<file path="config.mk">
export PLATFORM = sky130hd
export DESIGN_NAME = sre_ram
export DESIGN_NICKNAME = d
export VERILOG_FILES = /design/src/sv/sre_ram.sv
export SDC_FILE = /design/constraint.sdc
export NUM_CORES = 2
export LEC_CHECK = 0
export ABC_AREA = 1
export BUFFER_PORTS_ARGS = -buffer_cell sky130_fd_sc_hd__buf_2
export CAP_MARGIN = 20
export CORE_AREA = 2 2 415 417
export CTS_CLUSTER_SIZE = 8
export DETAILED_ROUTE_END_ITERATION = 16
export DIE_AREA = 0 0 417 419
export PLACE_DENSITY_LB_ADDON = 0.1
export SYNTH_ARGS = -nofsm -noshare
export SYNTH_HDL_FRONTEND = slang
export SYNTH_SLANG_ARGS = --single-unit
</file>
<file path="constraint.sdc">
create_clock -name clk -period 9.65 [get_ports clk]
set_input_delay 1.4475 -clock clk [delete_from_list [all_inputs] [get_ports clk]]
set_output_delay 1.4475 -clock clk [all_outputs]
set_load 0.02 [all_outputs]
</file>
<file path="src/sv/sre_ram.sv">
// ----------------------------------------------------------------------------
// sre_ram
// Generic single write port, single read port RAM with registered read data.
// ----------------------------------------------------------------------------
module sre_ram #(
	parameter int WIDTH = 32,
	parameter int DEPTH = 64
) (
	input  logic                     clk,
	input  logic                     we,
	input  logic [$clog2(DEPTH)-1:0] waddr,
	input  logic [WIDTH-1:0]         wdata,
	input  logic                     re,
	input  logic [$clog2(DEPTH)-1:0] raddr,
	output logic [WIDTH-1:0]         rdata
);

	logic [WIDTH-1:0] mem_q [DEPTH];

	always_ff @(posedge clk) begin
		if (we) begin
			mem_q[waddr] <= wdata;
		end
		if (re) begin
			rdata <= mem_q[raddr];
		end
	end

endmodule

</file>
==> out/metrics.json <==
{
  "yosys": {
    "synth_seq_area_share_pct": 75.2,
    "synth_cells": 6769,
    "synthesis.area_per_instance_sq_um": 12.3,
    "synth.area.top_cells": "sky130_fd_sc_hd__edfxtp_1, sky130_fd_sc_hd__nand3_1, sky130_fd_sc_hd__nand2_1",
    "synth.top_cell.area_share_pct": 75.2,
    "mappedNetlistArea_sq_um": 83100,
    "synthDominantAreaCellType": "sky130_fd_sc_hd__edfxtp_1",
    "synth-warning-count": 0,
    "syn-num-nets": 6816,
    "yosys_register_bits": 2080,
    "ys_types": 15
  },
  "layout": {
    "drive_above_1_share_pct": 8.85,
    "multiInputGateArea_sq_um": 18800,
    "regArea_sq_um": 62500,
    "finish.net_count": 6898,
    "most-common-layout-cells": "sky130_fd_sc_hd__nand2_1, sky130_fd_sc_hd__edfxtp_1, sky130_fd_sc_hd__nand3_1",
    "area_growth_syn_to_layout_pct": 12.8,
    "most_common_cell_after_layout_fill_and_taps_aside": "sky130_fd_sc_hd__nand2_1",
    "finalNonFillerCells": 9106,
    "final_core_utilization_pct": 54.9,
    "final.fill_count": 14000
  },
  "floorplan": {
    "top_level_pins": 79,
    "std_cell_rows": 152,
    "core_area_sq_um": 171000,
    "dieHeight_microns": 419,
    "initial_utilization_pct": 48.7,
    "die-width_microns": 417,
    "area_of_the_die_sq_um": 175000
  },
  "global_route": {
    "groute.usage.overall_pct": 29.0,
    "grt_pass1_vias": 51100,
    "grt_antenna_before_repair": 16,
    "grt_start_max_net_pins": 223,
    "overflow": 0,
    "grt_pass1_wl_microns": 364000
  },
  "min_path": {
    "holdCritPathClass": "flip-flop to flip-flop",
    "holdPathEnd": "rdata[10]",
    "hold_start": "mem_q[12][10]",
    "worstHoldPathCells": 8
  },
  "cts": {
    "number_of_h_tree_levels": 5,
    "numClockSinks": 2080,
    "postCtsSetupBuffers": 0,
    "tritoncts.num_buffers": 310,
    "ctsHoldBuffers": 0,
    "tritoncts": "yes",
    "cts-root-to-sink-buffers": 4,
    "post_cts.resized_instances": 0,
    "ctsRootBufferMaster": "sky130_fd_sc_hd__clkbuf_16",
    "clock_latency_late_sink_ns": 0.92,
    "clk_pin_slew_ns": 0.05
  },
  "placed_design": {
    "place_inst": 8772,
    "place.detailed.hpwl_microns": 122000,
    "port-buffer-count": 78,
    "globalplace.congestion": 0.811
  },
  "detailed_routing": {
    "route.detailed.wl_per_inst_microns": 28.0,
    "post_dr_vias_cell": 5.94,
    "wl_met2_microns": 117000,
    "routed-via-count": 54100,
    "drtIter0Drc": 6795,
    "detail-route-antenna-nets": 0,
    "wl_met3_microns": 21800,
    "detailedRoute.firstPassIterationCount": 6,
    "drt-total-wl_microns": 255000,
    "maxUsedRoutingLayer": "met5",
    "detail_route.drc_violations": 0,
    "route.layer.met1.wl_microns": 106000
  },
  "setup_path": {
    "worst_path_dominant_cell_family": "buffers and inverters",
    "crit_path_top_delay_cell": "sky130_fd_sc_hd__buf_4",
    "timing.critical_path.cells": "buf_8, buf_4, buf_4, buf_4, nand3_1, nand3_1, nand3_1, nand2_1, nand2_1, nand2_1",
    "timing.reg2reg.worst_path_depth": 8,
    "worstSetupPathType": "primary input to flip-flop",
    "r2r-start": "mem_q[29][25]",
    "timing.critical_path.buf_inv": 4,
    "r2r_setup_slack_ns": 7.58,
    "crit_required_ns": 10.40,
    "critical_path_peak_fanout": 35,
    "arrival_ns": 4.79,
    "endpoint_kind": "flip-flop",
    "cpPeakStageDelay_ns": 0.62,
    "crit_path_start_kind": "primary input",
    "worstReg2RegEnd": "rdata[25]"
  },
  "sta": {
    "finalCriticalPeriod_ns": 4.04,
    "final-setup-viol-count": 0,
    "worst_pin_slew_ns": 1.46,
    "hold_violations": 0,
    "rsz0062_at_grt": "no",
    "setup_tns_ns": 0,
    "final_min_period_over_clock_period_pct": 41.9,
    "fin_max_slew_vios": 0,
    "timing.slew.headroom_pct": 2.56,
    "final.setup_skew_ns": 0.0518,
    "fmax_mhz": 248
  },
  "status": {
    "outcome": "finished clean"
  },
  "pwr": {
    "cell_pwr_density_nw_per_um2": 219,
    "total_power_mw": 20.5,
    "leakagePower_nw": 32.9,
    "power.ir.vdd_worst_v": 0.000197
  },
  "flow_run": {
    "max_cap_violations": 0
  }
}
==> registers in the layout, summed over array words and instances (netlist names) <==
name	cells
rdata	32
mem_q	2048
==> power breakdown <==
group | leakage (nW) | total (mW) | internal, mW | switching [mW]
logic | 10.3 | 1.18 | 0.259 | 0.925
clock network | 3.90 | 9.20 | 5.67 | 3.53
registers | 18.7 | 10.1 | 10.0 | 0.0412
==> layer usage <==
metal | track usage, % | up-vias
met4 | 10.1 | 2
li1 | - | 24200
met3 | 4.92 | 432
met2 | 45.1 | 2494
met1 | 41.4 | 27000
met5 | 0 | -
==> final cells by class <==
cell class | count | share of cell area [%]
Antenna cell | 15 | 0.0401
Clock buffer | 315 | 8.41
Clock inverter | 4 | 0.0321
Inverter | 12 | 0.0868
Multi-Input combinational cell | 4228 | 20.0
Sequential cell | 2080 | 66.7
Tap cell | 2233 | 2.98
Timing Repair Buffer | 219 | 1.74
==> cell families after synthesis <==
| family | synth area share (%) |
|---|---|
| buf+inv | 2.77 |
| flops | 75.2 |
| simple gates | 22.0 |
==> synthesized netlist by cell type, drive strengths merged <==
master	n
edfxtp	2080
buf	372
nand4	9
nand3	1907
clkbuf	77
inv	12
nor2	56
nand2	2248
nor4	8
==> worst reg2reg max path: stages, from the launching register on <==
cell and delay (ns):
sky130_fd_sc_hd__edfxtp_1 0.36, sky130_fd_sc_hd__nand2_1 0.08, sky130_fd_sc_hd__nand3_1 0.09, sky130_fd_sc_hd__nand3_1 0.12, sky130_fd_sc_hd__nand3_1 0.08, sky130_fd_sc_hd__nand3_1 0.43
sky130_fd_sc_hd__nand2_1 0.25, sky130_fd_sc_hd__nand2_1 0.28, sky130_fd_sc_hd__nand2_1 0.10
==> worst max-delay path by stage <==
stage               startpoint           end  slack (ns)  cells after the start
finish                raddr[2]     rdata[25]        5.61                     10
global route          raddr[0]     rdata[17]        5.60                     11
floorplan                   we  mem_q[48][0]        4.07                      3
global placement      raddr[2]     rdata[25]        4.85                     10
CTS                   raddr[2]     rdata[25]        5.83                     10
detailed placement    raddr[2]     rdata[25]        4.81                     10
==> stage by stage <==
step	worst slack, ns	instance area (sq um)	hold slack [ns]
after floorplan	4.07	83100	0.797
after global placement	4.85	85700	0.855
after detailed placement	4.81	85700	0.863
after CTS	5.83	93600	0.879
after global routing	5.60	93700	0.979
final	5.61	93700	0.882
Power figures use the tool's default switching activity.
