<file path="src/sv/sre_divider.sv">
// ----------------------------------------------------------------------------
// sre_divider
// Shared restoring divider, one quotient bit per cycle. The dividend comes
// in left aligned so that the given step count yields the full quotient.
// ----------------------------------------------------------------------------
module sre_divider #(
	parameter int DVD_W = 63,
	parameter int DSR_W = 49,
	parameter int CNT_W = 6
) (
	input  logic             clk,
	input  logic             arst_n,
	input  logic             start,
	input  logic [DVD_W-1:0] dividend,
	input  logic [DSR_W-1:0] divisor,
	input  logic [CNT_W-1:0] steps,
	output logic             busy,
	output logic             done,
	output logic [DVD_W-1:0] quotient
);

	logic [DVD_W-1:0] dq_q;
	logic [DSR_W-1:0] rem_q;
	logic [DSR_W-1:0] dsr_q;
	logic [CNT_W-1:0] cnt_q;
	logic             busy_q;
	logic             done_q;
	logic [DSR_W:0]   trial;
	logic [DSR_W:0]   diff;
	logic             fits;
	logic [DSR_W-1:0] rem_d;

	always_comb begin
		trial = {rem_q, dq_q[DVD_W-1]};
		diff  = trial - {1'b0, dsr_q};
		fits  = trial >= {1'b0, dsr_q};
		rem_d = fits ? diff[DSR_W-1:0] : trial[DSR_W-1:0];
	end

	always_ff @(posedge clk or negedge arst_n) begin
		if (!arst_n) begin
			busy_q <= 1'b0;
			done_q <= 1'b0;
			cnt_q  <= '0;
		end else begin
			done_q <= 1'b0;
			if (start) begin
				busy_q <= 1'b1;
				cnt_q  <= steps;
			end else if (busy_q) begin
				cnt_q <= cnt_q - CNT_W'(1);
				if (cnt_q == CNT_W'(1)) begin
					busy_q <= 1'b0;
					done_q <= 1'b1;
				end
			end
		end
	end

	always_ff @(posedge clk) begin
		if (start) begin
			dq_q  <= dividend;
			rem_q <= '0;
			dsr_q <= divisor;
		end else if (busy_q) begin
			dq_q  <= {dq_q[DVD_W-2:0], fits};
			rem_q <= rem_d;
		end
	end

	assign busy     = busy_q;
	assign done     = done_q;
	assign quotient = dq_q;

endmodule

</file>
<file path="config.mk">
export PLATFORM = sky130hd
export DESIGN_NAME = sre_divider
export DESIGN_NICKNAME = d
export VERILOG_FILES = /design/src/sv/sre_divider.sv
export SDC_FILE = /design/constraint.sdc
export NUM_CORES = 1
export LEC_CHECK = 0
export BUFFER_PORTS_ARGS = -buffer_cell sky130_fd_sc_hd__buf_2
export CORE_MARGIN = 5
export CORE_UTILIZATION = 52
export DETAILED_ROUTE_END_ITERATION = 12
export GPL_TIMING_DRIVEN = 0
export PLACE_DENSITY = 0.76
export REMOVE_ABC_BUFFERS = 1
export SETUP_SLACK_MARGIN = 0.4
export SLEW_MARGIN = 20
export SYNTH_ARGS = -nofsm -noshare
export SYNTH_HDL_FRONTEND = slang
export SYNTH_SLANG_ARGS = --single-unit
export TNS_END_PERCENT = 10
</file>
<file path="constraint.sdc">
create_clock -name clk -period 3.84 [get_ports clk]
set_clock_uncertainty 0.1 [all_clocks]
set_input_delay 0.192 -clock clk [delete_from_list [all_inputs] [get_ports clk]]
set_output_delay 0.192 -clock clk [all_outputs]
set_load 0.01 [all_outputs]
</file>
==> summary.txt, run 1 <==
Outcome
  • Status: finished, final reports clean

Clock network
  • H-tree depth: 4
  • Root buf cell: clkbuf_16
  • CTS tree: yes
  • Clock sink total: 169
  • CTS buffer count: 17
  • Worst-path clk slew: 0.08 ns
  • CTS max path bufs: 2
  • Worst skew pair latency: 0.45 ns

Global route
  • GRT overflow: 0
  • Gr usage total: 0.244
  • Number of global-route vias before repair: 8640
  • Initial antenna violation count: 1
  • Largest net degree at the start of global routing: 102
  • Global-route wire length before repair: 43000 um

STA
  • Relative slew slack: 0.628
  • Slew Limit Fails: 0
  • Period utilization: 0.904
  • PnR worst setup slack: 0.370 ns
  • Setup TNS: 0 ns
  • Achievable Freq: 0.288 GHz
  • RSZ-0062 raised after global routing: yes
  • Fin crit period: 3.47 ns
  • Measured slew at the worst slew-check pin: 0.553 ns
  • Setup-failing EPs final: 0
  • Final Hold Violating Endpoints: 0

Floorplan
  • Die ar.: 21500 um^2
  • Rows: 50
  • Die X: 147 um
  • Die Y: 147 um
  • I/O pin count: 186
  • Core area: 18600 um^2
  • Initial Util: 0.523

Synthesis
  • Syn Inst Count: 980
  • Compound-Gate Fraction of Synth Area: 0.166
  • Largest family of logic cells by synthesized area: compound AO/OA/AOI/OAI gates
  • Count of flip-flops with a built-in enable after synthesis: 112
  • Syn avg cell area: 9.92 um^2
  • Post-synthesis async set-or-reset flop share: 0.0473
  • Post-synthesis sequential area ratio: 0.467
  • Area share of fa/ha/maj cells after synthesis: 0.0677
  • Synth warn: 0
  • Synth Register Bits: 169
  • XOR/XNOR share of the synthesized area: 0.0378
  • Synth Area in Simple Gates: 0.136
  • Top_reg_cell synth: edfxtp_1
  • Syn Std Cell Area: 9730 um^2
  • Mux share of post-synthesis cell area: 0.0740
  • Post-synth cell types: 66

Detailed routing
  • Met3 WL: 2130 um
  • Detailed Routing Iterations Pass 1: 5
  • Routed wire length: 27100 um
  • Routed len/inst: 17.7 um
  • Vias: 8744
  • Antenna-violating nets left: 0
  • Post-Route M1 WL: 11100 um
  • Top sig layer: met4
  • # DRC: 0
  • DRT iter0 DRCs: 610
  • Via/cell ratio: 5.72
  • WL met2: 13100 um

Critical path
  • Crit path cell chain: inv_1 > ha_2 > inv_2 > fa_2 > a21oi_2 > o211ai_1 > a221oi_2 > o21ai_2 > a211oi_4 > buf_12 > o311a_2 > nor2_1 > a221oi_2 > a211oi_1
  • Slowest Stage Delay on Critical Path: 0.40 ns
  • Top delay family on crit path: compound AO/OA/AOI/OAI gates
  • Crit path DAT: 3.69 ns
  • Critical Path Sink Type: flop
  • Worst path bufs/invs: 3
  • CP Launch Type: flop
  • Slowest cell on crit path: edfxtp_1
  • Crit-path most repeated cell: a221oi_2
  • CP required: 4.06 ns
  • Crit path depth: 14
  • WS Path Type: reg2reg
  • Reg2Reg Depth: 14
  • Crit-path max FO: 7

Final layout
  • Layout cells sized above 1: 0.273
  • Most frequent cells in the layout: buf_2, nand2_1, dlygate4sd3_1
  • Final non-filler cell area: 13100 um^2
  • Finished Core Util: 0.707
  • Commonest non-fill, non-tap cell in the layout: buf_2
  • Area growth from synthesis to layout: 35.0%
  • Nets@finish: 1455
  • # fillers: 1319

Hold path
  • Hold Path Class: in2async

Job
  • Max-cap violation count: 0

Place
  • IO buf count: 185
  • Pre-CTS WS: -0.411 ns
  • DP Wirelength: 16600 um
  • Placed cell area: 10900 um^2
  • Final GP Congestion: 0.866

Pwr
  • Pwr Density: 641 nW/um^2
  • Tot Pwr: 8420 uW
  • Largest vdd supply drop: 436 uV
  • Static Leakage: 0.00564 uW
-- layout make-up --
class | instances | area (um^2) | area share
Timing Repair Buffer | 340 | 2580 | 0.196
Clock buffer | 19 | 433 | 0.0330
Tap cell | 234 | 293 | 0.0223
Multi-Input combinational cell | 687 | 4870 | 0.371
Clock inverter | 13 | 151 | 0.0115
Inverter | 67 | 254 | 0.0193
Antenna cell | 1 | 2.50 | 0.000191
Sequential cell | 169 | 4550 | 0.346
-- cells by family (layout without fill, tap and decap cells) --
logic type	Yosys count	in the layout
multiplexers	64	64
buffers and inverters	126	439
XOR/XNOR	42	42
AO/OA/AOI/OAI	237	239
AND/OR/NAND/NOR	290	290
adder cells (fa/ha/maj)	52	52
flip-flops	169	169
other	0	1
-- sequential cells by signal, summed over array words and instances (netlist names) --
register and cells:
quotient 63, busy 1, dsr_q 49, rem_q 49, cnt_q 6, done 1
-- repair_timing --
action,4_1_cts,5_1_grt
setup buffers,8,18
pin swaps,8,24
cloned,1,4
hold endpoints to repair,126,0
setup endpoints to repair,50,50
resized for setup,8,32
hold buffers,119,0
-- per-stage QoR --
stage | instances | hold WS [ns]
after global placement | 1340 | -0.0538
after detailed placement | 1347 | -0.0568
final | 1530 | 0.0304
after global routing | 1530 | 0.0274
after floorplan | 921 | -0.204
after CTS | 1507 | 0.0242
-- layer usage --
metal  global-route usage  vias up
met4               0.0955        0
met1                0.307     4077
met2                0.400      388
met3               0.0676       74
met5                    0        -
li1                     -     4205
-- where the power goes --
part	internal, uW	switching (uW)
Clock	928	807
Combinational	1850	2220
Sequential	2330	280
Total	5110	3300
-- final timing paths --
kind	slack, ns	from	end
min in group clk	0.13	start	rem_q[7]$_SDFFE_PP0P_
max in group asynchronous	3.40	arst_n	busy$_DFF_PN0_
max reg2reg	0.37	quotient[62]$_DFFE_PP_	rem_q[35]$_SDFFE_PP0P_
min	0.03	arst_n	cnt_q[1]$_DFFE_PN0P_
min reg2reg	0.40	rem_q[8]$_SDFFE_PP0P_	rem_q[9]$_SDFFE_PP0P_
max	0.37	quotient[62]$_DFFE_PP_	rem_q[35]$_SDFFE_PP0P_
-- Yosys cell counts, drive strengths merged, types with 3 or more instances --
library cell  number  area, um^2
nand2            124         465
edfxtp           112        3360
nor2              74         278
inv               67         251
mux2              63         709
a21oi             57         285
ha                51         638
dfxtp             49         981
clkbuf            44         166
o21ai             37         185
a311oi            36         315
xnor2             27         236
a21o              24         180
nand4             21         138
nand3             16        80.1
o21bai            16         120
buf               15        81.3
xor2              15         131
a31oi             11        68.8
a211oi             9        72.6
nor3               9        45.0
dfrtp              8         200
nor2b              8        50.1
o211ai             8        60.1
o21a               7        52.6
and2               5        31.3
and3               5        31.3
or3                5        31.3
a221oi             4        41.3
a41oi              4        35.0
nand2b             4        25.0
nor4               4        25.0
o22ai              4        25.0
a211o              3        26.3
or2                3        18.8
or4                3        22.5
-- worst reg2reg max path, delay by kind of cell (launching register included) --
kind | cells | cell delay, ns
AOI/OAI and AO/OA | 8 | 1.92
adders and majority gates | 2 | 0.54
DFF | 1 | 0.40
buffers and inverters | 3 | 0.29
and+or+nand+nor | 1 | 0.11
Note: power is estimated with default switching activity, not from simulation.
==> run 2: changes to the inputs <==
--- a/config.mk
+++ b/config.mk
@@ -8,6 +8,7 @@
 export BUFFER_PORTS_ARGS = -buffer_cell sky130_fd_sc_hd__buf_2
 export CORE_MARGIN = 5
 export CORE_UTILIZATION = 52
+export CTS_BUF_LIST = sky130_fd_sc_hd__clkbuf_16
 export DETAILED_ROUTE_END_ITERATION = 12
 export GPL_TIMING_DRIVEN = 0
 export PLACE_DENSITY = 0.76
==> run 2 against run 1 <==
First-iteration DRC count fell by 5.7%. Sequential share of layout area did not move. Largest cell class unchanged. Core utilization did not move. Routed wire length barely moved. Global-route usage did not move. Non-clock buffer count did not move. Sequential power barely moved. Sequential cell count did not move. Worst hold slack got worse by 0.0022 ns. Critical path depth did not move. Count of clock-buffer cells in the layout fell by 2. Die area did not move.
==> summary.txt, run 2 (same netlist as run 1, synthesis figures left out) <==
Place
  • Placed Cells: 1347 (unchanged)
  • Final GP Congestion: 0.866 (unchanged)
  • IO buf count: 185 (unchanged)
  • DP Wirelength: 16600 um (unchanged)

Pwr
  • Static Leakage: 0.00565 uW (was 0.00564 uW)
  • Int Power: 5110 uW (about the same)
  • Net Sw Power: 3310 uW (was 3300 uW)
  • Pwr Density: 641 nW/um^2 (about the same)
  • Clk pwr share: 0.205 (was 0.206)
  • Comb power frac: 0.484 (about the same)
  • Largest vdd supply drop: 436 uV (about the same)
  • Sequential share of power: 0.310 (about the same)
  • Tot Pwr: 8410 uW (was 8420 uW)
  • Switching part of the total: 0.393 (about the same)

Final layout
  • Commonest non-fill, non-tap cell in the layout: buf_2 (unchanged)
  • Finished Core Util: 0.707 (unchanged)
  • Largest register FFs: 63 (unchanged)
  • Fin cells: 1530 (unchanged)
  • # fillers: 1319 (unchanged)
  • Nets@finish: 1455 (unchanged)
  • Layout cells sized above 1: 0.273 (unchanged)
  • Most frequent cells in the layout: buf_2, nand2_1, dlygate4sd3_1 (unchanged)
  • Area growth from synthesis to layout: 35.0% (unchanged)

STA
  • Achievable Freq: 0.288 GHz (about the same)
  • Fin crit period: 3.47 ns (about the same)
  • Period utilization: 0.904 (about the same)
  • Final Hold Violating Endpoints: 0 (unchanged)
  • Setup-failing EPs final: 0 (unchanged)
  • RSZ-0062 raised after global routing: yes (unchanged)
  • Slew Limit Fails: 0 (unchanged)
  • Measured slew at the worst slew-check pin: 0.554 ns (was 0.553 ns)
  • Relative slew slack: 0.627 (was 0.628)

Clock network
  • CTS tree: yes (unchanged)
  • CTS buffer count: 17 (unchanged)
  • Worst-path clk slew: 0.08 ns (about the same)
  • H-tree depth: 4 (unchanged)
  • Root buf cell: clkbuf_16 (unchanged)
  • Worst skew pair latency: 0.44 ns (was 0.45 ns)
  • CTS max path bufs: 2 (unchanged)
  • Clock sink total: 169 (unchanged)

Detailed routing
  • # DRC: 0 (unchanged)
  • Routed len/inst: 17.7 um (about the same)
  • Antenna-violating nets left: 0 (unchanged)
  • Vias: 8733 (was 8744)
  • Via/cell ratio: 5.71 (was 5.72)
  • Detailed Routing Iterations Pass 1: 6 (was 5)
  • DRT iter0 DRCs: 575 (was 610)
  • Routed wire length: 27100 um (about the same)

Floorplan
  • I/O pin count: 186 (unchanged)
  • Core area: 18600 um^2 (unchanged)
  • Die X: 147 um (unchanged)
  • Rows: 50 (unchanged)
  • Initial Util: 0.523 (unchanged)
  • Die Y: 147 um (unchanged)
  • Die ar.: 21500 um^2 (unchanged)

Global route
  • Number of global-route vias before repair: 8651 (was 8640)
  • Initial antenna violation count: 1 (unchanged)
  • Largest net degree at the start of global routing: 102 (unchanged)
  • Gr usage total: 0.244 (unchanged)
  • Global-route wire length before repair: 43000 um (about the same)
  • GRT overflow: 0 (unchanged)

Critical path
  • RR Endpoint: rem_q[35]$_SDFFE_PP0P_ (unchanged)
  • R2r startpoint: quotient[62]$_DFFE_PP_ (unchanged)
  • Critical Path Sink Type: flop (unchanged)
  • CP Launch Type: flop (unchanged)
  • Worst reg-to-reg setup slack: 0.37 ns (about the same)
  • Reg2Reg Depth: 14 (unchanged)
  • CP required: 4.05 ns (was 4.06 ns)
  • Crit-path max FO: 7 (unchanged)
  • WS Path Type: reg2reg (unchanged)
  • Crit path DAT: 3.68 ns (was 3.69 ns)
  • Crit path from: quotient[62]$_DFFE_PP_ (unchanged)

Job
  • Max-cap violation count: 0 (unchanged)

Outcome
  • Status: finished, final reports clean (unchanged)

Hold path
  • Hold Path Class: in2async (unchanged)
## run 2: cell count changes in the layout (fill, tap and decap cells not counted)
| cell | change |
|---|---|
| clkbuf_1 | -2 |
| inv_1 | +2 |
## run 2: cell type report
class / count / area [um^2] / share of cell area
multi-input combinational: 687 / 4870 / 0.371
inverter: 67 / 254 / 0.0193
antenna: 1 / 2.50 / 0.000191
clock inverter: 15 / 159 / 0.0121
timing repair buffer: 340 / 2580 / 0.196
sequential: 169 / 4550 / 0.346
tap: 234 / 293 / 0.0223
clock buffer: 17 / 425 / 0.0324
## run 2: metal layers
metal | share of wire | track usage | vias up
li1 | - | - | 4203
met1 | 0.40 | 0.306 | 4068
met2 | 0.48 | 0.399 | 391
met3 | 0.080 | 0.0666 | 71
met4 | 0.031 | 0.101 | 0
met5 | 0 | 0 | -
## run 2: power groups by stage
stage	combinational, uW	clock (uW)	sequential (uW)
floorplan	2340	0	2610
global placement	3140	0	2620
detailed placement	3270	0	2620
CTS	3560	1750	2590
global route	4430	1840	2650
finish	4070	1730	2610
## run 2: through the flow
stage	cell area, um^2	hold slack, ns	setup TNS (ns)	setup WS [ns]
final	13100	0.0282	0	0.367
after global routing	13100	0.0286	0	0.185
after CTS	12800	0.0240	0	0.387
after detailed placement	10900	-0.0568	-12.63	-0.411
after global placement	10700	-0.0538	-269.21	-4.01
after floorplan	9480	-0.204	-59.17	-1.42
## run 2: worst max-delay path, cell delays in order (launching register included)
cell and delay (ns):
edfxtp_1 0.40, inv_1 0.08, ha_2 0.17, inv_2 0.04
fa_2 0.37, a21oi_2 0.18, o211ai_1 0.17, a221oi_2 0.38
o21ai_2 0.16, a211oi_4 0.27, buf_12 0.17, o311a_2 0.34
nor2_1 0.11, a221oi_2 0.27, a211oi_1 0.11
## run 2: worst max-delay path by stage
stage,to,depth (start not counted),slack (ns)
after floorplan,rem_q[35]$_SDFFE_PP0P_,13,-1.42
after global placement,rem_q[22]$_SDFFE_PP0P_,13,-4.01
after detailed placement,rem_q[44]$_SDFFE_PP0P_,14,-0.41
after CTS,rem_q[26]$_SDFFE_PP0P_,10,0.39
after global routing,rem_q[35]$_SDFFE_PP0P_,14,0.18
final,rem_q[35]$_SDFFE_PP0P_,14,0.37
## run 2: timing repair
item                                   4_1_cts  5_1_grt
gates resized for setup                      8       32
pin swaps                                    8       24
setup endpoints to repair                   50       50
setup buffers                                8       18
cloned                                       1        4
hold buffers                               119        0
endpoints found under the hold margin      126        0
