===== src/sv/sre_pkg.sv =====
// ----------------------------------------------------------------------------
// sre_pkg
// Shared types, register codes and constants of the moving average and
// strength index engine.
// ----------------------------------------------------------------------------
package sre_pkg;

	localparam int WINDOW_MAX_DEF = 64;
	localparam int PRICE_BITS_DEF = 32;

	localparam int PRICE_W     = 32;
	localparam int LEN_REG_W   = 7;
	localparam int LEVEL_W     = 15;
	localparam int FRAC_EXTRA  = 16;
	localparam int CFG_ADDR_W  = 4;
	localparam int CFG_DATA_W  = 32;
	localparam int REG_IDX_W   = 2;

	localparam logic [LEN_REG_W-1:0] WINDOW_RESET = 7'd14;
	localparam logic [LEVEL_W-1:0]   BUY_RESET    = 15'd7680;
	localparam logic [LEVEL_W-1:0]   SELL_RESET   = 15'd17920;
	localparam logic [LEVEL_W-1:0]   RSI_FULL     = 15'd25600;

	localparam logic [REG_IDX_W-1:0] REG_WINDOW = 2'd0;
	localparam logic [REG_IDX_W-1:0] REG_BUY    = 2'd1;
	localparam logic [REG_IDX_W-1:0] REG_SELL   = 2'd2;

	localparam logic [1:0] MOM_NONE   = 2'd0;
	localparam logic [1:0] MOM_BUY    = 2'd1;
	localparam logic [1:0] MOM_SELL   = 2'd2;
	localparam logic [1:0] TREND_NONE = 2'd0;
	localparam logic [1:0] TREND_UP   = 2'd1;
	localparam logic [1:0] TREND_DOWN = 2'd2;

	typedef struct packed {
		logic [PRICE_W-1:0] close_price;
		logic               series_start;
	} sample_t;

	typedef struct packed {
		logic [PRICE_W-1:0] average_value;
		logic               average_valid;
		logic [LEVEL_W-1:0] strength_index;
		logic               strength_valid;
		logic [1:0]         momentum_signal;
		logic [1:0]         trend_signal;
	} result_t;

	typedef struct packed {
		logic [LEN_REG_W-1:0] window_length;
		logic [LEVEL_W-1:0]   rsi_buy_level;
		logic [LEVEL_W-1:0]   rsi_sell_level;
	} cfg_t;

	typedef enum logic [3:0] {
		S_IDLE,
		S_SUM,
		S_AVG_PREP,
		S_AVG_RUN,
		S_ACC,
		S_GAIN_PREP,
		S_GAIN_RUN,
		S_LOSS_PREP,
		S_LOSS_RUN,
		S_RSI_PREP,
		S_RSI_RUN,
		S_DONE
	} state_t;

endpackage


===== src/sv/sre_regs.sv =====
// ----------------------------------------------------------------------------
// sre_regs
// Configuration register file behind the APB-style port.
// ----------------------------------------------------------------------------
module sre_regs
	import sre_pkg::*;
(
	input  logic                  clk,
	input  logic                  arst_n,
	input  logic                  psel,
	input  logic                  penable,
	input  logic                  pwrite,
	input  logic [CFG_ADDR_W-1:0] paddr,
	input  logic [CFG_DATA_W-1:0] pwdata,
	output logic [CFG_DATA_W-1:0] prdata,
	output logic                  pready,
	output cfg_t                  cfg,
	output logic                  length_wr
);

	cfg_t                 cfg_q;
	logic                 wr_en;
	logic [REG_IDX_W-1:0] idx;

	assign idx       = paddr[CFG_ADDR_W-1:2];
	assign wr_en     = psel && penable && pwrite;
	assign length_wr = wr_en && (idx == REG_WINDOW);
	assign pready    = 1'b1;
	assign cfg       = cfg_q;

	always_ff @(posedge clk or negedge arst_n) begin
		if (!arst_n) begin
			cfg_q.window_length  <= WINDOW_RESET;
			cfg_q.rsi_buy_level  <= BUY_RESET;
			cfg_q.rsi_sell_level <= SELL_RESET;
		end else if (wr_en) begin
			case (idx)
				REG_WINDOW: cfg_q.window_length  <= pwdata[LEN_REG_W-1:0];
				REG_BUY:    cfg_q.rsi_buy_level  <= pwdata[LEVEL_W-1:0];
				REG_SELL:   cfg_q.rsi_sell_level <= pwdata[LEVEL_W-1:0];
				default:    ;
			endcase
		end
	end

	always_comb begin
		case (idx)
			REG_WINDOW: prdata = CFG_DATA_W'(cfg_q.window_length);
			REG_BUY:    prdata = CFG_DATA_W'(cfg_q.rsi_buy_level);
			REG_SELL:   prdata = CFG_DATA_W'(cfg_q.rsi_sell_level);
			default:    prdata = '0;
		endcase
	end

endmodule


===== config.mk =====
export PLATFORM = sky130hd
export DESIGN_NAME = sre_regs
export DESIGN_NICKNAME = d
export VERILOG_FILES = /design/src/sv/sre_pkg.sv /design/src/sv/sre_regs.sv
export SDC_FILE = /design/constraint.sdc
export NUM_CORES = 1
export LEC_CHECK = 0
export BUFFER_PORTS_ARGS = -buffer_cell sky130_fd_sc_hd__buf_4
export CAP_MARGIN = 20
export CORE_UTILIZATION = 43
export CTS_CLUSTER_DIAMETER = 30
export DETAILED_ROUTE_END_ITERATION = 7
export PLACE_DENSITY = 0.9
export SLEW_MARGIN = 10
export SYNTH_ARGS = -nofsm -noshare
export SYNTH_HDL_FRONTEND = slang
export SYNTH_SLANG_ARGS = --single-unit

===== constraint.sdc =====
create_clock -name clk -period 1.5 [get_ports clk]
set_clock_uncertainty 0.15 [all_clocks]
set_input_delay 0.075 -clock clk [delete_from_list [all_inputs] [get_ports clk]]
set_output_delay 0.075 -clock clk [all_outputs]
set_load 0.05 [all_outputs]

==> flow_summary.html, run 1 <==
<table>
<tr><th>Metric</th><th>Value</th></tr>
<tr><th colspan="2">STA</th></tr>
<tr><td>Hold Slack</td><td>0.131 ns</td></tr>
<tr><td>Fin. Hold Viols</td><td>0</td></tr>
<tr><td>Shortest period the worst path allows</td><td>1.46 ns</td></tr>
<tr><td>Tcrit/Tclk final</td><td>97.4%</td></tr>
<tr><td>Final Setup Violations</td><td>0</td></tr>
<tr><td>Setup repair after global routing missed its margin</td><td>false</td></tr>
<tr><td>Setup tns final</td><td>0 ns</td></tr>
<tr><td>Pins Over Slew Limit</td><td>0</td></tr>
<tr><td>Highest clock frequency the design can meet</td><td>685 MHz</td></tr>
<tr><th colspan="2">Yosys</th></tr>
<tr><td>Count of unique library cells instantiated by Yosys</td><td>19</td></tr>
<tr><td>Fraction of the mapped netlist area in compound gates</td><td>5.70%</td></tr>
<tr><td>Mapped cell area</td><td>1840 sq um</td></tr>
<tr><td>Multiplexer share of the synthesized area</td><td>28.4%</td></tr>
<tr><td>Post-synthesis xor/xnor area fraction</td><td>0%</td></tr>
<tr><td>Simple-gate portion of the synthesized area</td><td>4.34%</td></tr>
<tr><td>Number of register bits inferred by synthesis</td><td>37</td></tr>
<tr><td>Top post-synthesis cells by area</td><td>dfrtp_1 37%, mux2_2 16%, dfstp_2 14%</td></tr>
<tr><td>Post-synth top area cell</td><td>dfrtp_1</td></tr>
<tr><td>Count of mapped cells out of synthesis</td><td>136</td></tr>
<tr><td>Share of Yosys cell area claimed by the top area cell type</td><td>36.6%</td></tr>
<tr><td>Number of warnings reported in the yosys synthesis log</td><td>0</td></tr>
<tr><td>Syn Area/Cell</td><td>13.6 sq um</td></tr>
<tr><td>Adder and majority gate portion of the synthesized area</td><td>0%</td></tr>
<tr><td>Seq/Total Area, Yosys</td><td>50.9%</td></tr>
<tr><td>Main combinational cell family by area after synthesis</td><td>multiplexers</td></tr>
<tr><th colspan="2">Clocking</th></tr>
<tr><td>Maximum level of the CTS H-tree</td><td>2</td></tr>
<tr><td>Number of CTS-inserted buffers</td><td>5</td></tr>
<tr><td>Longest Clk Path Bufs</td><td>2</td></tr>
<tr><td>Clock insertion delay at the later pin of the skew report</td><td>0.28 ns</td></tr>
<tr><td>Clock transition at path regs</td><td>0.07 ns</td></tr>
<tr><td>TritonCTS clock tree</td><td>done</td></tr>
<tr><td>Number of clock sinks</td><td>37</td></tr>
<tr><td>CTS root buf</td><td>clkbuf_8</td></tr>
<tr><td>Setup repair bufs after CTS</td><td>0</td></tr>
<tr><th colspan="2">Worst setup path</th></tr>
<tr><td>Delay contributed by the slowest stage of the critical path</td><td>0.56 ns</td></tr>
<tr><td>Crit Reg-Reg Startpoint</td><td>cfg[4]</td></tr>
<tr><td>Setup slack of the most critical reg-to-reg path</td><td>0.55 ns</td></tr>
<tr><td>Cell with the largest stage delay on the worst path</td><td>dfstp_2</td></tr>
<tr><td>Crit path cell chain</td><td>mux2i_2 &gt; o21ai_4 &gt; buf_6</td></tr>
<tr><td>Worst reg2reg path endpoint</td><td>cfg[4]</td></tr>
<tr><td>Critical path endpoint category</td><td>primary output</td></tr>
<tr><td>Logic depth of the worst register-to-register path</td><td>1</td></tr>
<tr><td>Crit-path max FO</td><td>3</td></tr>
<tr><td>Arr. time, crit path</td><td>1.24 ns</td></tr>
<tr><td>Setup crit start</td><td>cfg[33]</td></tr>
<tr><td>WP data required</td><td>1.27 ns</td></tr>
<tr><td>Category of the worst setup path launch point</td><td>flip-flop</td></tr>
<tr><td>Worst Setup EP</td><td>prdata[3]</td></tr>
<tr><td>Worst Path Class, Setup</td><td>reg -&gt; out</td></tr>
<tr><th colspan="2">Cells and area</th></tr>
<tr><td>Area of all placed cells without fillers</td><td>2810 sq um</td></tr>
<tr><td>Commonest non-fill, non-tap cell in the layout</td><td>buf_4</td></tr>
<tr><td>Layout Utilization</td><td>69.1%</td></tr>
<tr><td>Final nets</td><td>277</td></tr>
<tr><td>Number of flip-flops in the largest register</td><td>37</td></tr>
<tr><td>Relative area change from synthesis to final layout</td><td>52.1%</td></tr>
<tr><td>Antenna Cells</td><td>0</td></tr>
<tr><td>Share of layout cells above drive strength 1</td><td>63.7%</td></tr>
<tr><td>Commonest non-fill, non-tap cells in the layout</td><td>83 x buf_4, 27 x dfrtp_1, 20 x mux2_2</td></tr>
<tr><th colspan="2">GRT</th></tr>
<tr><td>Vias in the first global route</td><td>1381</td></tr>
<tr><td>Number of antenna violations at the first check in global routing</td><td>0</td></tr>
<tr><td>Remaining global-route overflow</td><td>0</td></tr>
<tr><td>Aggregate global-route resource usage</td><td>19.8%</td></tr>
<tr><td>Maximum number of pins on one net before global-route repair</td><td>38</td></tr>
<tr><td>Wire length of the first global-routing pass</td><td>6480 microns</td></tr>
<tr><th colspan="2">Floorplan</th></tr>
<tr><td>Overall die width</td><td>67.5 microns</td></tr>
<tr><td>Overall die area</td><td>4550 sq um</td></tr>
<tr><td>Floorplan die height</td><td>67.5 microns</td></tr>
<tr><td>I/O pin cnt</td><td>112</td></tr>
<tr><td>Core area</td><td>4060 sq um</td></tr>
<tr><td>Starting Density</td><td>45.5%</td></tr>
<tr><td>Number of core rows</td><td>23</td></tr>
<tr><th colspan="2">Worst hold path</th></tr>
<tr><td>Kind of path behind the tightest hold check</td><td>in -&gt; async</td></tr>
<tr><th colspan="2">Run</th></tr>
<tr><td>Max-Cap Viols</td><td>0</td></tr>
<tr><th colspan="2">Power</th></tr>
<tr><td>Worst vdd ir</td><td>0.00104 V</td></tr>
<tr><td>Standby leakage power</td><td>0.00139 uW</td></tr>
<tr><td>Power density normalized to cell area</td><td>1650 nW/um^2</td></tr>
<tr><th colspan="2">Detailed routing</th></tr>
<tr><td>1st-pass router iterations</td><td>4</td></tr>
<tr><td>Detailed-route wire length per cell</td><td>15.2 microns</td></tr>
<tr><td>Total Routed Length</td><td>4350 microns</td></tr>
<tr><td>Number of design-rule violations left by the first detailed-router iteration</td><td>38</td></tr>
<tr><td># DRC</td><td>0</td></tr>
<tr><td>Vias per std cell</td><td>4.77</td></tr>
<tr><td>Vias post-DR</td><td>1370</td></tr>
<tr><td>Antenna-violating nets left</td><td>0</td></tr>
<tr><th colspan="2">Placed design</th></tr>
<tr><td>Placement Cell Area</td><td>2520 sq um</td></tr>
<tr><td>Half-perimeter wire length after detailed placement</td><td>3060 microns</td></tr>
<tr><td>Number of input and output port buffers inserted</td><td>74</td></tr>
<tr><td>Global placer's final weighted congestion</td><td>0.699</td></tr>
<tr><th colspan="2">Status</th></tr>
<tr><td>Outcome</td><td>complete, no violations</td></tr>
</table>
cell usage after synthesis (all sizes together):
master / n
mux2: 37
dfrtp: 27
buf: 23
dfstp: 10
a22o: 8
mux2i: 7
nand2: 7
o21ai: 7
clkbuf: 2
conb: 2
nor2b: 2
nand3: 1
nor3: 1
nor3b: 1
or3b: 1
metrics by stage:
step	cells	total power, uW	worst slack [ns]
3_5_place_dp	263	3720	0.0966
5_1_grt	287	4800	0.00715
3_3_place_gp	263	3680	0.112
6_report	287	4630	0.0392
2_1_floorplan	152	3100	-0.0236
4_1_cts	287	4660	0.00589
worst min-delay path by stage:
stage | end | slack, ns | cells after the start | from
floorplan | cfg[0] | -0.37 | 0 | arst_n
global placement | cfg[17] | -0.09 | 1 | arst_n
detailed placement | cfg[17] | -0.08 | 1 | arst_n
CTS | cfg[17] | 0.15 | 2 | arst_n
global route | cfg[36] | 0.18 | 4 | paddr[2]
finish | cfg[17] | 0.13 | 2 | arst_n
report_power, final:
| group | leakage [uW] | switching (uW) | internal, uW |
|---|---|---|---|
| combinational | 0.000898 | 1500 | 769 |
| sequential | 0.000436 | 203 | 1280 |
| clock | 0.0000585 | 338 | 542 |
repair_timing:
| action | in CTS | in global routing |
|---|---|---|
| gates resized for setup | 1 | 2 |
| hold buffers | 16 | 0 |
| endpoints found under the setup margin | 1 | 2 |
| endpoints found under the hold margin | 74 | 0 |
critical path: cells and delay by family, from the launching register on:
family / cells / cell delay (ns)
DFF: 1 / 0.56
buffers and inverters: 1 / 0.17
AOI/OAI and AO/OA: 1 / 0.13
muxes: 1 / 0.09
final cells by class:
type                       count  area (sq um)
sequential                    37           938
clock inverter                 1          30.0
multi-input combinational     90           862
clock buffer                   7          86.3
fill                         295          1250
timing repair buffer         102           826
tap                           50          62.6
logic make-up (layout without fill, tap and decap cells):
| family | Yosys count | in the layout |
|---|---|---|
| mux | 44 | 44 |
| flops | 37 | 37 |
| buf+inv | 25 | 110 |
| compound gates | 15 | 15 |
| simple gates | 13 | 13 |
| other cells | 2 | 18 |
routing by layer:
layer  wire length [microns]  track usage (%)  vias to the layer above
li1                        -                -                      641
met1                    1760             23.4                      668
met2                    2320             35.1                       58
met3                     232             4.56                        3
met4                      30             6.38                        0
met5                       0                0                        -
Power figures use the tool's default switching activity.
==> run 2: changes to the inputs <==
Settings changed: CTS_CLUSTER_SIZE set to 14, PLACE_DENSITY 0.9 to 0.86.
==> run 2 against run 1 <==
Effect of this change: routed wire length about the same; utilization increased by 0.43 points; first-iteration DRC count increased by 11%; non-clock buffer count increased by 1; total power increased by 0.50%; clock-buffer cell count unchanged; clock power decreased by 0.8%; maximum frequency decreased by 2.1%; register-to-register slack about the same; setup slack got worse by 0.032 ns; final cell count increased by 0.35%; global-route usage increased by 0.77 points; largest cell class unchanged; highest routed layer unchanged.
==> flow_summary.html, run 2 (synthesis results as in run 1) <==
<table>
<tr><th>Metric</th><th>Value</th></tr>
<tr><th colspan="2">Worst setup path</th></tr>
<tr><td>Category of the worst setup path launch point</td><td>flip-flop</td></tr>
<tr><td>WP data required</td><td>1.27 ns (about the same)</td></tr>
<tr><td>Worst Path Class, Setup</td><td>reg -&gt; out</td></tr>
<tr><td>Arr. time, crit path</td><td>1.27 ns (+0.03 ns)</td></tr>
<tr><td>Crit-path max FO</td><td>3 (unchanged)</td></tr>
<tr><td>Critical path endpoint category</td><td>primary output</td></tr>
<tr><th colspan="2">GRT</th></tr>
<tr><td>Global route hottest layer</td><td>met2</td></tr>
<tr><td>Fraction of met1 tracks used by global routing</td><td>25.1% (+1.7 points)</td></tr>
<tr><td>Number of antenna violations at the first check in global routing</td><td>0 (unchanged)</td></tr>
<tr><td>Maximum number of pins on one net before global-route repair</td><td>38 (unchanged)</td></tr>
<tr><td>Vias in the first global route</td><td>1399 (+1.3%)</td></tr>
<tr><td>GR Layer Usage met3</td><td>7.26% (+2.7 points)</td></tr>
<tr><td>Aggregate global-route resource usage</td><td>20.6% (+0.77 points)</td></tr>
<tr><td>Met2 Use GR</td><td>34.8% (-0.37 points)</td></tr>
<tr><td>Wire length of the first global-routing pass</td><td>6820 microns (+5.3%)</td></tr>
<tr><td>Remaining global-route overflow</td><td>0 (unchanged)</td></tr>
<tr><th colspan="2">Worst hold path</th></tr>
<tr><td>Kind of path behind the tightest hold check</td><td>in -&gt; async</td></tr>
<tr><th colspan="2">Clocking</th></tr>
<tr><td>Clock insertion delay at the later pin of the skew report</td><td>0.28 ns (about the same)</td></tr>
<tr><td>Longest Clk Path Bufs</td><td>2 (unchanged)</td></tr>
<tr><td>Number of CTS-inserted buffers</td><td>5 (unchanged)</td></tr>
<tr><td>TritonCTS clock tree</td><td>done</td></tr>
<tr><td>Maximum level of the CTS H-tree</td><td>2 (unchanged)</td></tr>
<tr><td>CTS root buf</td><td>clkbuf_8</td></tr>
<tr><td>Number of clock sinks</td><td>37 (unchanged)</td></tr>
<tr><td>Clock transition at path regs</td><td>0.07 ns (about the same)</td></tr>
<tr><th colspan="2">STA</th></tr>
<tr><td>Tcrit/Tclk final</td><td>99.5% (+2.1 points)</td></tr>
<tr><td>Pins Over Slew Limit</td><td>0 (unchanged)</td></tr>
<tr><td>Setup ws final</td><td>0.00729 ns (-0.0319 ns)</td></tr>
<tr><td>Final Setup Violations</td><td>0 (unchanged)</td></tr>
<tr><td>Shortest period the worst path allows</td><td>1.49 ns (+0.0319 ns)</td></tr>
<tr><td>Highest clock frequency the design can meet</td><td>670 MHz (-2.1%)</td></tr>
<tr><td>Fin. Hold Viols</td><td>0 (unchanged)</td></tr>
<tr><th colspan="2">Placed design</th></tr>
<tr><td>Half-perimeter wire length after detailed placement</td><td>3080 microns (+0.67%)</td></tr>
<tr><td>Number of input and output port buffers inserted</td><td>74 (unchanged)</td></tr>
<tr><td>Setup slack after placement</td><td>0.0408 ns (-0.0558 ns)</td></tr>
<tr><td>Global placer's final weighted congestion</td><td>0.835 (+19%)</td></tr>
<tr><th colspan="2">Cells and area</th></tr>
<tr><td>Total area of sequential cells</td><td>938 sq um (unchanged)</td></tr>
<tr><td>Antenna Cells</td><td>0 (unchanged)</td></tr>
<tr><td>Relative area change from synthesis to final layout</td><td>53.1%</td></tr>
<tr><td>Count of fill cells added during filler insertion</td><td>298 (+1.0%)</td></tr>
<tr><td>Area occupied by multi-input gates</td><td>877 sq um (+1.7%)</td></tr>
<tr><td>Final nets</td><td>278 (+0.36%)</td></tr>
<tr><td>Share of layout cells above drive strength 1</td><td>64.7% (+0.99 points)</td></tr>
<tr><td>Number of flip-flops in the largest register</td><td>37 (unchanged)</td></tr>
<tr><td>Commonest non-fill, non-tap cell in the layout</td><td>buf_4</td></tr>
<tr><td>Commonest non-fill, non-tap cells in the layout</td><td>83 x buf_4, 27 x dfrtp_1, 20 x mux2_2</td></tr>
<tr><th colspan="2">Floorplan</th></tr>
<tr><td>Number of core rows</td><td>23 (unchanged)</td></tr>
<tr><td>Core area</td><td>4060 sq um (unchanged)</td></tr>
<tr><td>Overall die width</td><td>67.5 microns (unchanged)</td></tr>
<tr><td>I/O pin cnt</td><td>112 (unchanged)</td></tr>
<tr><td>Floorplan die height</td><td>67.5 microns (unchanged)</td></tr>
<tr><td>Overall die area</td><td>4550 sq um (unchanged)</td></tr>
<tr><td>Starting Density</td><td>45.5% (unchanged)</td></tr>
<tr><th colspan="2">Power</th></tr>
<tr><td>Power density normalized to cell area</td><td>1650 nW/um^2 (-0.12%)</td></tr>
<tr><td>Standby leakage power</td><td>0.00140 uW (+0.37%)</td></tr>
<tr><td>Total design power</td><td>4660 uW (+0.50%)</td></tr>
<tr><td>Worst vdd ir</td><td>0.000889 V (-14%)</td></tr>
<tr><th colspan="2">Detailed routing</th></tr>
<tr><td>Vias per std cell</td><td>4.85 (+1.7%)</td></tr>
<tr><td>Total Routed Length</td><td>4350 microns (about the same)</td></tr>
<tr><td># DRC</td><td>0 (unchanged)</td></tr>
<tr><td>Vias post-DR</td><td>1398 (+2.0%)</td></tr>
<tr><td>1st-pass router iterations</td><td>4 (unchanged)</td></tr>
<tr><td>Antenna-violating nets left</td><td>0 (unchanged)</td></tr>
<tr><td>Detailed-route wire length per cell</td><td>15.1 microns (-0.37%)</td></tr>
<tr><td>Number of design-rule violations left by the first detailed-router iteration</td><td>42 (+11%)</td></tr>
<tr><th colspan="2">Status</th></tr>
<tr><td>Outcome</td><td>complete, no violations</td></tr>
<tr><th colspan="2">Run</th></tr>
<tr><td>Max-Cap Viols</td><td>0 (unchanged)</td></tr>
</table>
run 2: cell count changes in the layout (fill, tap and decap cells not counted):
cell and delta:
mux2i_4 +1, buf_6 +2, nor2b_1 -1, nor2b_2 +1
mux2i_1 -1, buf_12 -1
run 2: final timing paths:
path	startpoint	endpoint	slack [ns]	cells after the start
hold reg to reg	cfg[5]	cfg[5]	0.39	1
max in group asynchronous	arst_n	cfg[24]	0.70	2
hold / removal	arst_n	cfg[30]	0.14	2
min in group clk	paddr[2]	cfg[2]	0.19	4
setup reg to reg	cfg[18]	cfg[18]	0.54	1
setup / recovery	cfg[32]	prdata[2]	0.007	3
run 2: cell type report:
| cell class | count | share of cell area, % |
|---|---|---|
| clock inverters | 1 | 1.06 |
| clock buffers | 7 | 3.06 |
| multi-input cells | 90 | 31.1 |
| flip-flops and latches | 37 | 33.2 |
| well taps | 50 | 2.22 |
| repair buffers | 103 | 29.3 |
run 2: per-layer routing:
metal  part of all wire [%]  wire length, microns  up-vias
met3                    5.2                   225        6
met1                     42                  1830      687
met5                      0                     0        -
li1                       -                     -      645
met2                     51                  2230       60
met4                    1.3                    57        0
run 2: stage by stage:
stage	hold slack (ns)	util [%]	TNS (ns)	instances	instance area, sq um
global route	0.161	69.6	-0.0165	288	2820
global placement	-0.0944	61.7	0	263	2500
CTS	0.142	68.6	0	287	2790
detailed placement	-0.0879	61.7	0	263	2500
floorplan	-0.371	-	-0.0990	152	2010
finish	0.143	69.6	0	288	2820
run 2: worst max-delay path, stage by stage, from the launching register on:
cell	delay (ns)
dfstp_2	0.56
mux2i_2	0.09
o21ai_4	0.15
buf_6	0.18
run 2: power by group:
part	internal, uW	leakage [uW]	switching [uW]
Clock	542	0.0000585	331
Sequential	1280	0.000436	211
Combinational	787	0.000904	1510
Total	2610	0.00140	2050
run 2: repair_timing:
| action | in CTS | in global routing |
|---|---|---|
| endpoints found under the hold margin | 74 | 0 |
| buffers inserted | 0 | 1 |
| setup endpoints to repair | 1 | 7 |
| gates resized for setup | 1 | 7 |
| hold buffers | 16 | 0 |
==> run 3: changes to the inputs <==
Settings changed: CORE_ASPECT_RATIO set to 1.1.
==> run 3 against run 2 <==
Effect of this change: die area about the same; final cell count up 1.0%; largest power group unchanged; flip-flop and latch count unchanged; non-clock buffer count up 1; global-route usage up 0.52 points; via count up 2.2%; combinational power about the same; critical path depth unchanged; maximum frequency up 2.5%; cell area up 0.80%; largest cell class unchanged; critical path type unchanged; utilization up 1.1 points.
==> flow_summary.html, run 3 (synthesis results as in run 1) <==
<table>
<tr><th>Metric</th><th>Value</th></tr>
<tr><th colspan="2">Status</th></tr>
<tr><td>Outcome</td><td>complete, no violations</td></tr>
<tr><th colspan="2">Power</th></tr>
<tr><td>P_int</td><td>2620 uW (+0.42%)</td></tr>
<tr><td>Standby leakage power</td><td>0.00141 uW (+0.89%)</td></tr>
<tr><td>Worst vdd ir</td><td>0.00101 V (+14%)</td></tr>
<tr><td>Share of total power in the clock network</td><td>18.9% (about the same)</td></tr>
<tr><td>Sequential fraction of design power</td><td>31.9% (about the same)</td></tr>
<tr><td>Combinational power share</td><td>49.2% (about the same)</td></tr>
<tr><td>Switching fraction of total power</td><td>44.1% (+0.15 points)</td></tr>
<tr><td>Net switching component of the power</td><td>2070 uW (+1.0%)</td></tr>
<tr><td>Power density normalized to cell area</td><td>1650 nW/um^2 (-0.11%)</td></tr>
<tr><th colspan="2">Clocking</th></tr>
<tr><td>CTS root buf</td><td>clkbuf_8</td></tr>
<tr><td>Clock insertion delay at the later pin of the skew report</td><td>0.29 ns (about the same)</td></tr>
<tr><td>Number of clock sinks</td><td>37 (unchanged)</td></tr>
<tr><td>Clock transition at path regs</td><td>0.07 ns (about the same)</td></tr>
<tr><td>Maximum level of the CTS H-tree</td><td>2 (unchanged)</td></tr>
<tr><td>Longest Clk Path Bufs</td><td>2 (unchanged)</td></tr>
<tr><td>Number of CTS-inserted buffers</td><td>5 (unchanged)</td></tr>
<tr><td>TritonCTS clock tree</td><td>done</td></tr>
<tr><th colspan="2">Worst setup path</th></tr>
<tr><td>Crit Reg-Reg Startpoint</td><td>cfg[33]</td></tr>
<tr><td>Worst path top cell family by delay</td><td>flip-flops</td></tr>
<tr><td>Category of the worst setup path launch point</td><td>flip-flop</td></tr>
<tr><td>Delay contributed by the slowest stage of the critical path</td><td>0.55 ns (about the same)</td></tr>
<tr><td>Worst reg2reg path endpoint</td><td>cfg[33]</td></tr>
<tr><td>Crit path cell chain</td><td>mux2i_1 &gt; o21ai_2 &gt; buf_6</td></tr>
<tr><td>Worst Path Class, Setup</td><td>reg -&gt; out</td></tr>
<tr><td>Crit-path max FO</td><td>3 (unchanged)</td></tr>
<tr><td>Arr. time, crit path</td><td>1.23 ns (-0.04 ns)</td></tr>
<tr><td>Setup slack of the most critical reg-to-reg path</td><td>0.50 ns (-0.04 ns)</td></tr>
<tr><td>Cell with the largest stage delay on the worst path</td><td>dfstp_2</td></tr>
<tr><td>Logic depth of the worst register-to-register path</td><td>2 (+1)</td></tr>
<tr><td>WP data required</td><td>1.27 ns (about the same)</td></tr>
<tr><td>Critical path endpoint category</td><td>primary output</td></tr>
<tr><td>Buffers &amp; Inverters on Critical Path</td><td>1 (unchanged)</td></tr>
<tr><th colspan="2">STA</th></tr>
<tr><td>Shortest period the worst path allows</td><td>1.46 ns (-0.0359 ns)</td></tr>
<tr><td>Pins Over Slew Limit</td><td>0 (unchanged)</td></tr>
<tr><td>Final Setup Violations</td><td>0 (unchanged)</td></tr>
<tr><td>Highest clock frequency the design can meet</td><td>686 MHz (+2.5%)</td></tr>
<tr><td>Setup repair after global routing missed its margin</td><td>true</td></tr>
<tr><td>Hold Slack</td><td>0.135 ns (-0.00880 ns)</td></tr>
<tr><td>Fin. Hold Viols</td><td>0 (unchanged)</td></tr>
<tr><td>Tcrit/Tclk final</td><td>97.1% (-2.4 points)</td></tr>
<tr><th colspan="2">Cells and area</th></tr>
<tr><td>Final nets</td><td>279 (+0.36%)</td></tr>
<tr><td>Relative area change from synthesis to final layout</td><td>54.3%</td></tr>
<tr><td>Share of layout cells above drive strength 1</td><td>64.9% (+0.15 points)</td></tr>
<tr><td>Count of fill cells added during filler insertion</td><td>291 (-2.3%)</td></tr>
<tr><td>Antenna Cells</td><td>0 (unchanged)</td></tr>
<tr><td>Commonest non-fill, non-tap cells in the layout</td><td>84 x buf_4, 27 x dfrtp_1, 20 x mux2_2</td></tr>
<tr><td>Number of flip-flops in the largest register</td><td>37 (unchanged)</td></tr>
<tr><td>Commonest non-fill, non-tap cell in the layout</td><td>buf_4</td></tr>
<tr><td>Area of all placed cells without fillers</td><td>2850 sq um (+0.80%)</td></tr>
<tr><td>Layout Utilization</td><td>70.7% (+1.1 points)</td></tr>
<tr><th colspan="2">Detailed routing</th></tr>
<tr><td>Total Routed Length</td><td>4440 microns (+2.1%)</td></tr>
<tr><td>Detailed-route wire length per cell</td><td>15.3 microns (+1.1%)</td></tr>
<tr><td>Vias post-DR</td><td>1429 (+2.2%)</td></tr>
<tr><td>1st-pass router iterations</td><td>4 (unchanged)</td></tr>
<tr><td>Vias per std cell</td><td>4.91 (+1.2%)</td></tr>
<tr><td>Antenna-violating nets left</td><td>0 (unchanged)</td></tr>
<tr><td>Number of design-rule violations left by the first detailed-router iteration</td><td>23 (-45%)</td></tr>
<tr><td># DRC</td><td>0 (unchanged)</td></tr>
<tr><th colspan="2">GRT</th></tr>
<tr><td>Aggregate global-route resource usage</td><td>21.1% (+0.52 points)</td></tr>
<tr><td>Remaining global-route overflow</td><td>0 (unchanged)</td></tr>
<tr><td>Number of antenna violations at the first check in global routing</td><td>0 (unchanged)</td></tr>
<tr><td>Wire length of the first global-routing pass</td><td>7260 microns (+6.4%)</td></tr>
<tr><td>Maximum number of pins on one net before global-route repair</td><td>38 (unchanged)</td></tr>
<tr><td>Vias in the first global route</td><td>1436 (+2.6%)</td></tr>
<tr><th colspan="2">Placed design</th></tr>
<tr><td>Number of input and output port buffers inserted</td><td>74 (unchanged)</td></tr>
<tr><td>Global placer's final weighted congestion</td><td>0.776 (-7.1%)</td></tr>
<tr><td>Half-perimeter wire length after detailed placement</td><td>3010 microns (-2.3%)</td></tr>
<tr><td>Placement Cell Area</td><td>2520 sq um (+0.60%)</td></tr>
<tr><th colspan="2">Run</th></tr>
<tr><td>Max-Cap Viols</td><td>0 (unchanged)</td></tr>
<tr><th colspan="2">Floorplan</th></tr>
<tr><td>I/O pin cnt</td><td>112 (unchanged)</td></tr>
<tr><td>Number of core rows</td><td>24 (+4.3%)</td></tr>
<tr><td>Overall die area</td><td>4550 sq um (about the same)</td></tr>
<tr><td>Starting Density</td><td>45.8% (+0.38 points)</td></tr>
<tr><td>Overall die width</td><td>64.4 microns (-4.5%)</td></tr>
<tr><td>Core area</td><td>4020 sq um (-0.83%)</td></tr>
<tr><td>Floorplan die height</td><td>70.7 microns (+4.7%)</td></tr>
<tr><th colspan="2">Worst hold path</th></tr>
<tr><td>Kind of path behind the tightest hold check</td><td>in -&gt; async</td></tr>
</table>
## run 3: cell types whose count changed in the layout (fill, tap and decap cells not counted)
cell	before	now
buf_12	0	1
buf_4	83	84
buf_8	0	1
buf_6	4	2
## run 3: routing by layer
metal | GRT usage (%) | vias up | wire length, microns | part of all wire, %
met5 | 0 | - | 0 | 0
met4 | 6.67 | 0 | 72 | 1.6
met3 | 7.26 | 8 | 359 | 8.1
met2 | 34.2 | 75 | 2110 | 48
met1 | 26.6 | 701 | 1890 | 43
li1 | - | 645 | - | -
## run 3: worst max path at each step
stage / to / start / cells past startpoint / slack, ns
final: prdata[1] / cfg[31] / 3 / 0.04
after global routing: prdata[2] / cfg[32] / 3 / -0.002
after CTS: prdata[2] / cfg[32] / 3 / 0.004
after detailed placement: cfg[23] / pwrite / 5 / 0.03
after global placement: cfg[22] / pwrite / 5 / 0.06
after floorplan: cfg[30] / paddr[2] / 3 / -0.02
## run 3: worst register-to-register path, stage by stage (launching register included)
cell and delay (ns):
dfstp_2 0.56, buf_4 0.11, mux2_4 0.13
## run 3: area by class of cell
cell class                      count  area, sq um  area share, %
Sequential cell                    37          938           33.0
Tap cell                           52         65.1           2.29
Timing Repair Buffer              104          848           29.8
Clock inverter                      1         30.0           1.06
Clock buffer                        7         86.3           3.03
Multi-Input combinational cell     90          877           30.8
## run 3: stage by stage
step	std cells	total power (uW)	setup WS (ns)	TNS, ns
6_report	291	4690	0.0432	0
5_1_grt	291	4870	-0.00166	-0.00190
4_1_cts	289	4660	0.00421	0
3_5_place_dp	265	3710	0.0257	0
3_3_place_gp	265	3680	0.0578	0
2_1_floorplan	152	3100	-0.0236	-0.0990
## run 3: power by group through the flow
stage,clock (uW),combinational [uW],sequential (uW)
2_1_floorplan,0,810,2290
3_3_place_gp,0,2200,1480
3_5_place_dp,0,2230,1490
4_1_cts,908,2270,1480
5_1_grt,959,2390,1530
6_report,887,2310,1490
## run 3: timing repair
action,4_1_cts,5_1_grt
hold buffers,16,0
setup endpoints to repair,1,5
buffers inserted,0,2
resized for setup,2,6
pin swaps,0,0
endpoints found under the hold margin,74,0
